<file path="src/design/assert_macros.svh">
// Assertion macros shared by the line assembler RTL.
// Bodies compile away when SYNTHESIS is defined.
`ifndef ASSERT_MACROS_SVH
`define ASSERT_MACROS_SVH
`ifndef SYNTHESIS
`define SLA_ASSERT(label, clk, rst, prop, msg) \
   label: assert property (@(posedge clk) disable iff (rst) (prop)) else $error(msg);
`define SLA_ASSERT_IMPL(label, clk, rst, ante, cons, msg) \
   label: assert property (@(posedge clk) disable iff (rst) (ante) |-> (cons)) else $error(msg);
`else
`define SLA_ASSERT(label, clk, rst, prop, msg)
`define SLA_ASSERT_IMPL(label, clk, rst, ante, cons, msg)
`endif
`endif

</file>
<file path="src/design/sla_pkg.sv">
// Types and constants for the serial line assembler.
// No dependencies; used by sla_store and serial_line_assembler.
package sla_pkg;

   localparam int unsigned MAX_LINE = 64;
   localparam int unsigned CNT_W = $clog2(MAX_LINE);
   localparam int unsigned BANK_DEPTH = 1 << CNT_W;
   localparam int unsigned STORE_DEPTH = 2 * BANK_DEPTH;
   localparam logic [CNT_W-1:0] FULL_COUNT = CNT_W'(MAX_LINE - 1);

   localparam logic [7:0] BYTE_LF = 8'h0A;
   localparam logic [7:0] BYTE_CR = 8'h0D;

   localparam logic [1:0] KIND_BYTE = 2'd0;
   localparam logic [1:0] KIND_NONE = 2'd1;
   localparam logic [1:0] KIND_OVERFLOW = 2'd2;

   localparam logic MODE_BYTE = 1'b0;

   typedef struct packed {
      logic       mode;
      logic [7:0] rx_byte;
   } req_type;

   typedef struct packed {
      logic [1:0] kind;
      logic [7:0] data_byte;
      logic       last;
   } rsp_type;

   typedef struct packed {
      logic             wr_en;
      logic [CNT_W-1:0] wr_idx;
      logic [7:0]       wr_data;
      logic             swap;
      logic             rd_en;
      logic [CNT_W-1:0] rd_idx;
   } store_ctl_type;

   typedef enum logic [1:0] {
      ST_IDLE   = 2'b01,
      ST_STREAM = 2'b10
   } state_type;

endpackage

</file>
<file path="src/design/sla_store.sv">
// Two-bank line memory: one bank fills with the pending line, the other holds the ready line.
// Completing a line swaps the banks instead of copying. Depends on sla_pkg.
module sla_store (
   input  logic                  clock,
   input  logic                  reset,
   input  sla_pkg::store_ctl_type ctl,
   output logic [7:0]            rd_data
);

   logic [7:0] mem [sla_pkg::STORE_DEPTH];
   logic       bank_ff;
   logic       bank_in;
   logic [7:0] rd_data_ff;

   assign bank_in = ctl.swap ? ~bank_ff : bank_ff;
   assign rd_data = rd_data_ff;

   always_ff @(posedge clock) begin
      if (reset) begin
         bank_ff <= 1'b0;
      end else begin
         bank_ff <= bank_in;
      end
   end

   // pending bank is bank_ff, ready bank is its complement
   always_ff @(posedge clock) begin
      if (ctl.wr_en) begin
         mem[{bank_ff, ctl.wr_idx}] <= ctl.wr_data;
      end
      if (ctl.rd_en) begin
         rd_data_ff <= mem[{~bank_ff, ctl.rd_idx}];
      end
   end

endmodule

</file>
<file path="src/design/serial_line_assembler.sv">
// Serial line assembler top level: line state control and result streaming.
// Depends on sla_pkg, sla_store and assert_macros.svh.
//
//   channel   ports                          transfer
//   request   start, busy, req_item          start high and busy low at a clock edge
//   result    rsp_strobe, rsp_item           rsp_strobe high for one cycle, always taken
//
// A take with no line, or a newline ending an oversized line, gives its single
// result in the cycle after the transfer. A take with a line ready enters the
// streaming state and holds busy there, one memory read per byte of the line;
// each byte appears in the cycle after its read, as the read port of the line
// memory is registered.
// Synchronous reset empties both lines and clears overflow; no clearing pass.
`include "assert_macros.svh"
module serial_line_assembler (
   input  logic             clock,
   input  logic             reset,
   input  logic             start,
   output logic             busy,
   input  sla_pkg::req_type req_item,
   output logic             rsp_strobe,
   output sla_pkg::rsp_type rsp_item
);

   localparam int unsigned CW = sla_pkg::CNT_W;

   sla_pkg::state_type     state_ff, state_in;
   logic [CW-1:0]          pending_count_ff, pending_count_in;
   logic [CW-1:0]          cr_run_ff, cr_run_in;
   logic [CW-1:0]          ready_count_ff, ready_count_in;
   logic                   overflow_ff, overflow_in;
   logic                   line_ready_ff, line_ready_in;
   logic [CW-1:0]          rd_idx_ff, rd_idx_in;
   logic                   rd_vld_ff, rd_vld_in;
   logic                   rd_last_ff, rd_last_in;
   logic                   evt_valid_ff, evt_valid_in;
   logic [1:0]             evt_kind_ff, evt_kind_in;
   sla_pkg::store_ctl_type ctl;
   logic [7:0]             rd_data;
   logic                   accept;
   logic                   stream_last;

   sla_store u_store (
      .clock   (clock),
      .reset   (reset),
      .ctl     (ctl),
      .rd_data (rd_data)
   );

   assign busy = (state_ff == sla_pkg::ST_STREAM);
   assign accept = start & ~busy;
   assign stream_last = (rd_idx_ff == ready_count_ff - CW'(1));

   always_comb begin
      state_in = state_ff;
      pending_count_in = pending_count_ff;
      cr_run_in = cr_run_ff;
      ready_count_in = ready_count_ff;
      overflow_in = overflow_ff;
      line_ready_in = line_ready_ff;
      rd_idx_in = rd_idx_ff;
      rd_vld_in = 1'b0;
      rd_last_in = rd_last_ff;
      evt_valid_in = 1'b0;
      evt_kind_in = evt_kind_ff;
      ctl = '0;
      case (state_ff)
         sla_pkg::ST_IDLE: begin
            if (accept) begin
               if (req_item.mode != sla_pkg::MODE_BYTE) begin
                  if (!line_ready_ff || ready_count_ff == '0) begin
                     evt_valid_in = 1'b1;
                     evt_kind_in = sla_pkg::KIND_NONE;
                  end else begin
                     state_in = sla_pkg::ST_STREAM;
                     rd_idx_in = '0;
                     line_ready_in = 1'b0;
                  end
               end else if (req_item.rx_byte != sla_pkg::BYTE_LF) begin
                  if (!overflow_ff) begin
                     if (pending_count_ff >= sla_pkg::FULL_COUNT) begin
                        overflow_in = 1'b1;
                        pending_count_in = '0;
                        cr_run_in = '0;
                     end else begin
                        ctl.wr_en = 1'b1;
                        ctl.wr_idx = pending_count_ff;
                        ctl.wr_data = req_item.rx_byte;
                        pending_count_in = pending_count_ff + CW'(1);
                        cr_run_in = (req_item.rx_byte == sla_pkg::BYTE_CR) ?
                                    cr_run_ff + CW'(1) : '0;
                     end
                  end
               end else begin
                  if (overflow_ff) begin
                     overflow_in = 1'b0;
                     evt_valid_in = 1'b1;
                     evt_kind_in = sla_pkg::KIND_OVERFLOW;
                  end else if (pending_count_ff != cr_run_ff) begin
                     ctl.swap = 1'b1;
                     ready_count_in = pending_count_ff - cr_run_ff;
                     line_ready_in = 1'b1;
                  end
                  pending_count_in = '0;
                  cr_run_in = '0;
               end
            end
         end
         sla_pkg::ST_STREAM: begin
            ctl.rd_en = 1'b1;
            ctl.rd_idx = rd_idx_ff;
            rd_vld_in = 1'b1;
            rd_last_in = stream_last;
            if (stream_last) begin
               state_in = sla_pkg::ST_IDLE;
            end else begin
               rd_idx_in = rd_idx_ff + CW'(1);
            end
         end
         default: begin
            state_in = sla_pkg::ST_IDLE;
         end
      endcase
   end

   always_ff @(posedge clock) begin
      if (reset) begin
         state_ff <= sla_pkg::ST_IDLE;
         pending_count_ff <= '0;
         cr_run_ff <= '0;
         ready_count_ff <= '0;
         overflow_ff <= 1'b0;
         line_ready_ff <= 1'b0;
         rd_idx_ff <= '0;
         rd_vld_ff <= 1'b0;
         evt_valid_ff <= 1'b0;
      end else begin
         state_ff <= state_in;
         pending_count_ff <= pending_count_in;
         cr_run_ff <= cr_run_in;
         ready_count_ff <= ready_count_in;
         overflow_ff <= overflow_in;
         line_ready_ff <= line_ready_in;
         rd_idx_ff <= rd_idx_in;
         rd_vld_ff <= rd_vld_in;
         evt_valid_ff <= evt_valid_in;
      end
   end

   always_ff @(posedge clock) begin
      rd_last_ff <= rd_last_in;
      evt_kind_ff <= evt_kind_in;
   end

   assign rsp_strobe = rd_vld_ff | evt_valid_ff;

   always_comb begin
      if (rd_vld_ff) begin
         rsp_item.kind = sla_pkg::KIND_BYTE;
         rsp_item.data_byte = rd_data;
         rsp_item.last = rd_last_ff;
      end else begin
         rsp_item.kind = evt_kind_ff;
         rsp_item.data_byte = '0;
         rsp_item.last = 1'b1;
      end
   end

   `SLA_ASSERT(a_one_source, clock, reset, !(rd_vld_ff && evt_valid_ff), "result sources collide")
   `SLA_ASSERT_IMPL(a_ovf_empty, clock, reset, overflow_ff, pending_count_ff == '0, "pending kept")
   `SLA_ASSERT(a_cr_run, clock, reset, cr_run_ff <= pending_count_ff, "cr run too long")
   `SLA_ASSERT_IMPL(a_stream_idx, clock, reset, busy, rd_idx_ff < ready_count_ff, "index past end")
   `SLA_ASSERT_IMPL(a_no_write_busy, clock, reset, busy, !ctl.wr_en && !ctl.swap, "store written")

endmodule

</file>
<file path="config.mk">
export PLATFORM = sky130hd
export DESIGN_NAME = serial_line_assembler
export DESIGN_NICKNAME = d
export VERILOG_FILES = /design/src/design/sla_pkg.sv /design/src/design/sla_store.sv /design/src/design/serial_line_assembler.sv
export VERILOG_INCLUDE_DIRS = /design/src /design/src/design
export SDC_FILE = /design/constraint.sdc
export NUM_CORES = 1
export LEC_CHECK = 0
export ABC_AREA = 1
export BUFFER_PORTS_ARGS = -buffer_cell sky130_fd_sc_hd__buf_2
export CAP_MARGIN = 20
export CORE_ASPECT_RATIO = 0.7
export CORE_UTILIZATION = 45
export CTS_CLUSTER_SIZE = 25
export DETAILED_ROUTE_END_ITERATION = 8
export SKIP_CTS_REPAIR_TIMING = 1
export SLEW_MARGIN = 30
export SYNTH_ARGS = -nofsm -noshare
export SYNTH_HDL_FRONTEND = slang
export SYNTH_SLANG_ARGS = --single-unit
export TNS_END_PERCENT = 1
</file>
<file path="constraint.sdc">
create_clock -name clock -period 6.8 [get_ports clock]
set_input_delay 2.04 -clock clock [delete_from_list [all_inputs] [get_ports clock]]
set_output_delay 2.04 -clock clock [all_outputs]
set_load 0.01 [all_outputs]
</file>
==> results of run 1 <==
-- cell families after synthesis --
| family | Yosys count |
|---|---|
| AOI/OAI and AO/OA | 96 |
| buffers and inverters | 1071 |
| xor gates and xnor gates | 16 |
| DFF | 1066 |
| adders and majority gates | 11 |
| and+or+nand+nor | 2373 |
-- report_power, final --
part           switching, mW  internal, mW  total [mW]  leakage (nW)
Combinational          0.146        0.0249       0.171          10.1
Clock                   2.48          3.37        5.85          1.64
Sequential           0.00241          7.17        7.18          9.76
-- final cells by class --
type / count / area, um^2
fillers: 9294 / 51000
flip-flops and latches: 1066 / 31700
multi-input cells: 2496 / 11200
inverters: 830 / 3130
clock buffers: 116 / 2670
well taps: 1350 / 1690
repair buffers: 75 / 753
clock inverters: 65 / 707
-- worst max-delay path by stage --
stage | startpoint | end | slack (ns) | cells after the start
CTS | req_item[7] | u_store.mem[62][1] | 2.07 | 10
detailed placement | req_item[7] | u_store.mem[59][0] | 1.33 | 10
global placement | req_item[6] | u_store.mem[63][6] | 1.39 | 10
floorplan | start | u_store.mem[0][0] | 0.21 | 9
global route | req_item[6] | u_store.mem[58][3] | 1.77 | 10
finish | req_item[6] | u_store.mem[63][1] | 1.82 | 10
-- stage by stage --
step           setup slack, ns  util (%)
4_1_cts                   2.07      50.4
3_3_place_gp              1.39      47.1
5_1_grt                   1.77      50.4
6_report                  1.82      50.4
2_1_floorplan            0.205         -
3_5_place_dp              1.33      47.1
-- worst max-delay path, delay by kind of cell --
kind          cells  cell delay (ns)
buf+inv           2             0.13
simple gates      8             3.10
-- state kept, by name, indices dropped and copies added (netlist names) --
signal            flops
u_store.mem        1024
u_store.rd_data       8
cr_run_ff             6
pending_count_ff      6
rd_idx_ff             6
ready_count_ff        6
evt_kind_ff           2
state_ff              2
evt_valid_ff          1
line_ready_ff         1
overflow_ff           1
rd_last_ff            1
rd_vld_ff             1
u_store.bank_ff       1
-- layer usage --
metal / vias up / part of all wire, %
met5: - / 0.18
met4: 4 / 2.4
met3: 190 / 11
met2: 1369 / 42
met1: 15206 / 45
li1: 15005 / -
-- Yosys cell counts --
cell | number | area [um^2]
sky130_fd_sc_hd__nor3_4 | 2 | 32.5
sky130_fd_sc_hd__o31ai_1 | 1 | 7.51
sky130_fd_sc_hd__or2_2 | 2 | 12.5
sky130_fd_sc_hd__inv_1 | 821 | 3080
sky130_fd_sc_hd__o211ai_1 | 48 | 360
sky130_fd_sc_hd__nor2_4 | 1 | 11.3
sky130_fd_sc_hd__nor3b_1 | 3 | 22.5
sky130_fd_sc_hd__clkbuf_1 | 66 | 248
sky130_fd_sc_hd__a211oi_1 | 3 | 22.5
sky130_fd_sc_hd__clkinv_1 | 2 | 7.51
sky130_fd_sc_hd__nand4_1 | 14 | 87.6
sky130_fd_sc_hd__edfxtp_1 | 1035 | 31100
sky130_fd_sc_hd__nand2_1 | 1224 | 4590
sky130_fd_sc_hd__nand3_1 | 903 | 4520
sky130_fd_sc_hd__o2111a_1 | 1 | 11.3
sky130_fd_sc_hd__o21ai_0 | 14 | 70.1
sky130_fd_sc_hd__a21oi_1 | 27 | 135
sky130_fd_sc_hd__dfxtp_1 | 31 | 621
sky130_fd_sc_hd__o21a_1 | 1 | 7.51
sky130_fd_sc_hd__nor2_1 | 204 | 766
sky130_fd_sc_hd__buf_2 | 117 | 586
sky130_fd_sc_hd__nor3_1 | 11 | 55.1
sky130_fd_sc_hd__fa_1 | 1 | 20.0
sky130_fd_sc_hd__xnor2_1 | 8 | 70.1
sky130_fd_sc_hd__ha_1 | 10 | 125
sky130_fd_sc_hd__xor2_1 | 8 | 70.1
sky130_fd_sc_hd__inv_2 | 7 | 26.3
sky130_fd_sc_hd__a22oi_1 | 1 | 7.51
sky130_fd_sc_hd__buf_1 | 33 | 124
sky130_fd_sc_hd__nand3_2 | 1 | 10.0
sky130_fd_sc_hd__buf_4 | 22 | 165
sky130_fd_sc_hd__or3_1 | 1 | 6.26
sky130_fd_sc_hd__nor2_2 | 4 | 25.0
sky130_fd_sc_hd__buf_6 | 3 | 33.8
sky130_fd_sc_hd__nand2_2 | 3 | 18.8
==> flow_metrics.env, run 1 <==
export IMPL_grt_max_degree=169
export IMPL_start_util_pct=45.7
export IMPL_vdd_drop_max_uv=211
export IMPL_yosys_warnings=0
export IMPL_grt_first_pass_wirelength_um=189000
export IMPL_worstHoldPathCells=2
export IMPL_die_y_extent_um=273
export IMPL_endpoint_arrival_time_on_the_critical_path_ns=5.30
export IMPL_drt_first_pass_iters=6
export IMPL_layout_min_cycle_time_ns=4.98
export IMPL_pwr_density_cell_nw_per_um2=255
export IMPL_synth_fp_nets=4656
export IMPL_cp_end_kind="register"
export IMPL_post_synth_fa_ha_maj_area_fraction_pct=0.309
export IMPL_timing_worst_setup_path_type="primary input to register"
export IMPL_clockBufferDepth=3
export IMPL_fmax_achieved_mhz=201
export IMPL_use_met2_pct=33.9
export IMPL_totalPowerFinal_mw=13.2
export IMPL_power_leakage_nw=21.5
export IMPL_ys_seq_elements=1066
export IMPL_synth_compound_gate_area_share_pct=1.32
export IMPL_viasPerCell=5.30
export IMPL_cp_max_fo=9
export IMPL_final_min_period_over_clock_period_pct=73.2
export IMPL_worstHoldPathType="register to register"
export IMPL_portion_of_netlist_area_occupied_by_mux_cells_pct=0
export IMPL_ioPinCount=25
export IMPL_route_detailed_drc=0
export IMPL_route_antenna_remaining_nets=0
export IMPL_final_instance_count_excl_fill=5998
export IMPL_gr_met3_demand_resource_pct=6.56
export IMPL_cts_inserted_buffers=99
export IMPL_detailed_place_hpwl_um=74200
export IMPL_worstSetupStartpointType="primary input"
export IMPL_area_growth_pct=10.2
export IMPL_skew_pair_late_insertion_delay_ns=0.69
export IMPL_place_port_buffers=24
export IMPL_routed_wirelength_um=128000
export IMPL_grt_busiest_layer="met1"
export IMPL_grt_pass1_vias=29414
export IMPL_critical_path_most_common_cell="sky130_fd_sc_hd__nand2_1"
export IMPL_wire_per_inst_um=21.4
export IMPL_design_final_nets=4591
export IMPL_synth_xor_area_share_pct=0.298
export IMPL_clkSlewWorstSetupHoldPaths_ns=0.06
export IMPL_regToRegStartpoint="state_ff[1]"
export IMPL_finalMaxSlewViolations=0
export IMPL_grt_overflow_total=0
export IMPL_actual_transition_at_the_worst_max_transition_pin_ns=1.10
export IMPL_ys_types=35
export IMPL_gp_congestion=0.888
export IMPL_met1_usage_pct=36.6
export IMPL_worst_r2r_path_depth=13
export IMPL_worst_hold_path_endpoint="line_ready_ff"
export IMPL_syn_area_per_cell_um2=10.2
export IMPL_drt_first_iter_violations=4115
export IMPL_yosys_area_share_simple_pct=21.6
export IMPL_tritoncts_clock_tree="built"
export IMPL_cts_max_level=3
export IMPL_slew_limit_headroom_pct=26.1
export IMPL_antennaDiodeCount=0
export IMPL_placement_rows=98
export IMPL_hold_path_startpoint="line_ready_ff"
export IMPL_setup_viol=0
export IMPL_hold_slack_ns=0.518
export IMPL_final_hold_violating_endpoints=0
export IMPL_critical_path_reg2reg_endpoint="u_store.rd_data[1]"
export IMPL_cts_sink_count=1066
export IMPL_antenna_found_initial=0
export IMPL_final_cell_area_um2=51800
export IMPL_setup_tns_ns=0
export IMPL_grt_use_total_pct=24.1
export IMPL_synth_top_family_by_area="simple AND/OR/NAND/NOR gates"
export IMPL_fp_coreArea_um2=103000
export IMPL_final_setup_skew_ns=0.0172
export IMPL_chipWidth_um=388
export IMPL_die_area_um2=106000
export IMPL_ratio_of_cells_with_drive_above_1_in_the_final_layout_pct=5.64
export IMPL_routed_via_count=31774
export IMPL_dp_cells=5816
export IMPL_netlist_instances=4633
export IMPL_reported_max_cap_violation_count=0
export IMPL_clock_root_cell="sky130_fd_sc_hd__clkbuf_16"
export IMPL_outcome="finished clean"
export IMPL_layout_cells_most_common="sky130_fd_sc_hd__nand2_1"
export IMPL_cp_slowest_stage_delay_ns=0.85
export IMPL_cpMaxStageDelayCell="sky130_fd_sc_hd__nor2_1"
export IMPL_worst_endpoint_required_ns=7.12
export IMPL_synth_cell_area_um2=47000
export IMPL_cells_along_the_critical_path="buf_2 > inv_1 > nand4_1 > or2_2 > nand2_1 > nor2_4 > nand2_1 > nor2_1 > nand2_1 > nor2_1"
export IMPL_setup_repair_after_global_routing_missed_its_margin="false"
export IMPL_rrSetupSlack_ns=2.48
export IMPL_placement_cell_area_um2=48400
export IMPL_sequential_cell_area_fraction_in_the_yosys_report_pct=67.4
export IMPL_mostFrequentLayoutCells="sky130_fd_sc_hd__nand2_1 (1222), sky130_fd_sc_hd__edfxtp_1 (1035), sky130_fd_sc_hd__nand3_1 (902), sky130_fd_sc_hd__inv_1 (819), sky130_fd_sc_hd__nor2_1 (194)"
No activity file was read; power rests on OpenSTA's default activity.
==> inputs of run 2 (changes only) <==
==> constraint.sdc (replaced) <==
create_clock -name clock -period 4.7 [get_ports clock]
set_input_delay 1.41 -clock clock [delete_from_list [all_inputs] [get_ports clock]]
set_output_delay 1.41 -clock clock [all_outputs]
set_load 0.01 [all_outputs]
==> flow_metrics.env, run 2 (synthesized netlist as in run 1, its figures left out) <==
export IMPL_timing_worst_setup_path_type="primary input to register"
export IMPL_layout_cells_most_common="sky130_fd_sc_hd__nand2_1"
export IMPL_detailedPlace_worstSlack_ns=0.456
export IMPL_fmax_achieved_mhz=276
export IMPL_worst_hold_path_endpoint="line_ready_ff"
export IMPL_comb_power_share_pct=1.4
export IMPL_drt_first_iter_violations=3720
export IMPL_viasPerCell=5.26
export IMPL_flip_flop_count_of_the_largest_register_all_copies_and_words_added=1024
export IMPL_vdd_drop_max_uv=322
export IMPL_setup_tns_ns=0
export IMPL_p_int_mw=15.0
export IMPL_worstSetupStartpointType="primary input"
export IMPL_use_met2_pct=34.5
export IMPL_regToRegStartpoint="state_ff[1]"
export IMPL_power_switching_fraction_pct=20.2
export IMPL_final_instance_count_excl_fill=6143
export IMPL_drt_first_pass_iters=6
export IMPL_clockBufferDepth=3
export IMPL_worst_r2r_path_depth=12
export IMPL_routed_via_count=32338
export IMPL_cp_max_fo=9
export IMPL_met1_usage_pct=37.1
export IMPL_ioPinCount=25
export IMPL_detailed_place_hpwl_um=76800
export IMPL_power_share_clock_pct=43.3
export IMPL_power_leakage_nw=22.2
export IMPL_grt_overflow_total=0
export IMPL_setup_viol=0
export IMPL_routed_wirelength_um=127000
export IMPL_die_area_um2=106000
export IMPL_gp_congestion=0.865
export IMPL_hold_path_startpoint="line_ready_ff"
export IMPL_area_growth_pct=12.5
export IMPL_grt_pass1_vias=29942
export IMPL_chipWidth_um=388
export IMPL_pwr_density_cell_nw_per_um2=355
export IMPL_grt_max_degree=169
export IMPL_worstHoldPathCells=2
export IMPL_power_switching_mw=3.80
export IMPL_grt_first_pass_wirelength_um=191000
export IMPL_final_hold_violating_endpoints=0
export IMPL_tritoncts_clock_tree="built"
export IMPL_registers_top_by_ff_count="u_store.mem"
export IMPL_grt_busiest_layer="met1"
export IMPL_mostFrequentLayoutCells="sky130_fd_sc_hd__nand2_1 (1222), sky130_fd_sc_hd__edfxtp_1 (1035), sky130_fd_sc_hd__nand3_1 (902), sky130_fd_sc_hd__inv_1 (820), sky130_fd_sc_hd__nor2_1 (194)"
export IMPL_endpoint_arrival_time_on_the_critical_path_ns=3.95
export IMPL_cts_sink_count=1066
export IMPL_ratio_of_cells_with_drive_above_1_in_the_final_layout_pct=8.39
export IMPL_clkSlewWorstSetupHoldPaths_ns=0.06
export IMPL_final_min_period_over_clock_period_pct=77.0
export IMPL_finalMaxSlewViolations=0
export IMPL_gr_met3_demand_resource_pct=5.14
export IMPL_placement_rows=98
export IMPL_route_antenna_remaining_nets=0
export IMPL_actual_transition_at_the_worst_max_transition_pin_ns=1.07
export IMPL_place_port_buffers=24
export IMPL_antenna_found_initial=0
export IMPL_slew_limit_headroom_pct=28.7
export IMPL_worstHoldPathType="register to register"
export IMPL_cts_max_level=3
export IMPL_reported_max_cap_violation_count=0
export IMPL_die_y_extent_um=273
export IMPL_cts_inserted_buffers=101
export IMPL_grt_use_total_pct=24.1
export IMPL_start_util_pct=45.7
export IMPL_fp_coreArea_um2=103000
export IMPL_dp_cells=5964
export IMPL_outcome="finished clean"
export IMPL_worst_endpoint_required_ns=5.03
export IMPL_critical_path_reg2reg_endpoint="u_store.rd_data[4]"
export IMPL_skew_pair_late_insertion_delay_ns=0.71
export IMPL_clock_root_cell="sky130_fd_sc_hd__clkbuf_16"
export IMPL_antennaDiodeCount=0
export IMPL_setup_repair_after_global_routing_missed_its_margin="false"
export IMPL_design_final_nets=4740
export IMPL_rrSetupSlack_ns=1.11
export IMPL_wire_per_inst_um=20.8
export IMPL_totalPowerFinal_mw=18.8
export IMPL_seqPwrFrac_pct=55.4
export IMPL_hold_slack_ns=0.490
export IMPL_cp_end_kind="register"
export IMPL_route_detailed_drc=0
export IMPL_layout_min_cycle_time_ns=3.62
export IMPL_fin_ws_ns=1.08
export IMPL_final_setup_skew_ns=0.0299
==> run 2: cell types whose count changed in the layout (fill, tap and decap cells not counted), sizes merged <==
cell / delta
clkinvlp: -2
bufinv: -4
buf: +147
clkinv: +4
clkbuf: -1
inv: +1
==> run 2: routing by layer <==
| layer | share of wire [%] | up-vias |
|---|---|---|
| li1 | - | 15306 |
| met1 | 46 | 15446 |
| met2 | 42 | 1391 |
| met3 | 9.3 | 195 |
| met4 | 2.2 | 0 |
| met5 | 0 | - |
==> run 2: stage by stage <==
stage | utilization (%) | area [um^2]
finish | 51.4 | 52900
global placement | 48.3 | 49700
CTS | 51.4 | 52900
global route | 51.4 | 52900
detailed placement | 48.3 | 49700
floorplan | - | 47100
==> run 2: critical path, cell delays in order <==
cell,delay [ns]
sky130_fd_sc_hd__buf_2,0.12
sky130_fd_sc_hd__nand3_2,0.11
sky130_fd_sc_hd__nor2_2,0.15
sky130_fd_sc_hd__inv_2,0.05
sky130_fd_sc_hd__nor2_2,0.12
sky130_fd_sc_hd__inv_2,0.08
sky130_fd_sc_hd__nor2_4,0.28
sky130_fd_sc_hd__nand2_1,0.31
sky130_fd_sc_hd__nor2_1,0.32
sky130_fd_sc_hd__nand2_1,0.34
sky130_fd_sc_hd__nor2_1,0.64
==> run 2: how the worst max path moves through the flow <==
stage | slack (ns) | start | end | cells after the start
floorplan | -1.26 | start | u_store.mem[0][6] | 9
detailed placement | 0.46 | start | u_store.mem[41][7] | 11
global route | 0.94 | pending_count_ff[1] | u_store.mem[72][5] | 13
CTS | 1.18 | state_ff[1] | busy | 3
finish | 1.08 | start | u_store.mem[41][4] | 11
global placement | 0.52 | start | u_store.mem[41][1] | 11
==> run 2: area by class of cell <==
class / instances / area [um^2]
multi-input cells: 2496 / 11200
repair buffers: 222 / 1980
well taps: 1350 / 1690
clock buffers: 115 / 2580
inverters: 830 / 3130
fillers: 9275 / 50000
flip-flops and latches: 1066 / 31700
clock inverters: 64 / 638
==> run 2: power by group through the flow <==
stage,clock (mW),sequential [mW],combinational [mW]
4_1_cts,8.23,10.4,0.260
6_report,8.12,10.4,0.258
2_1_floorplan,0,10.6,0.0938
3_3_place_gp,0,10.6,0.258
3_5_place_dp,0,10.6,0.260
5_1_grt,8.57,10.4,0.273
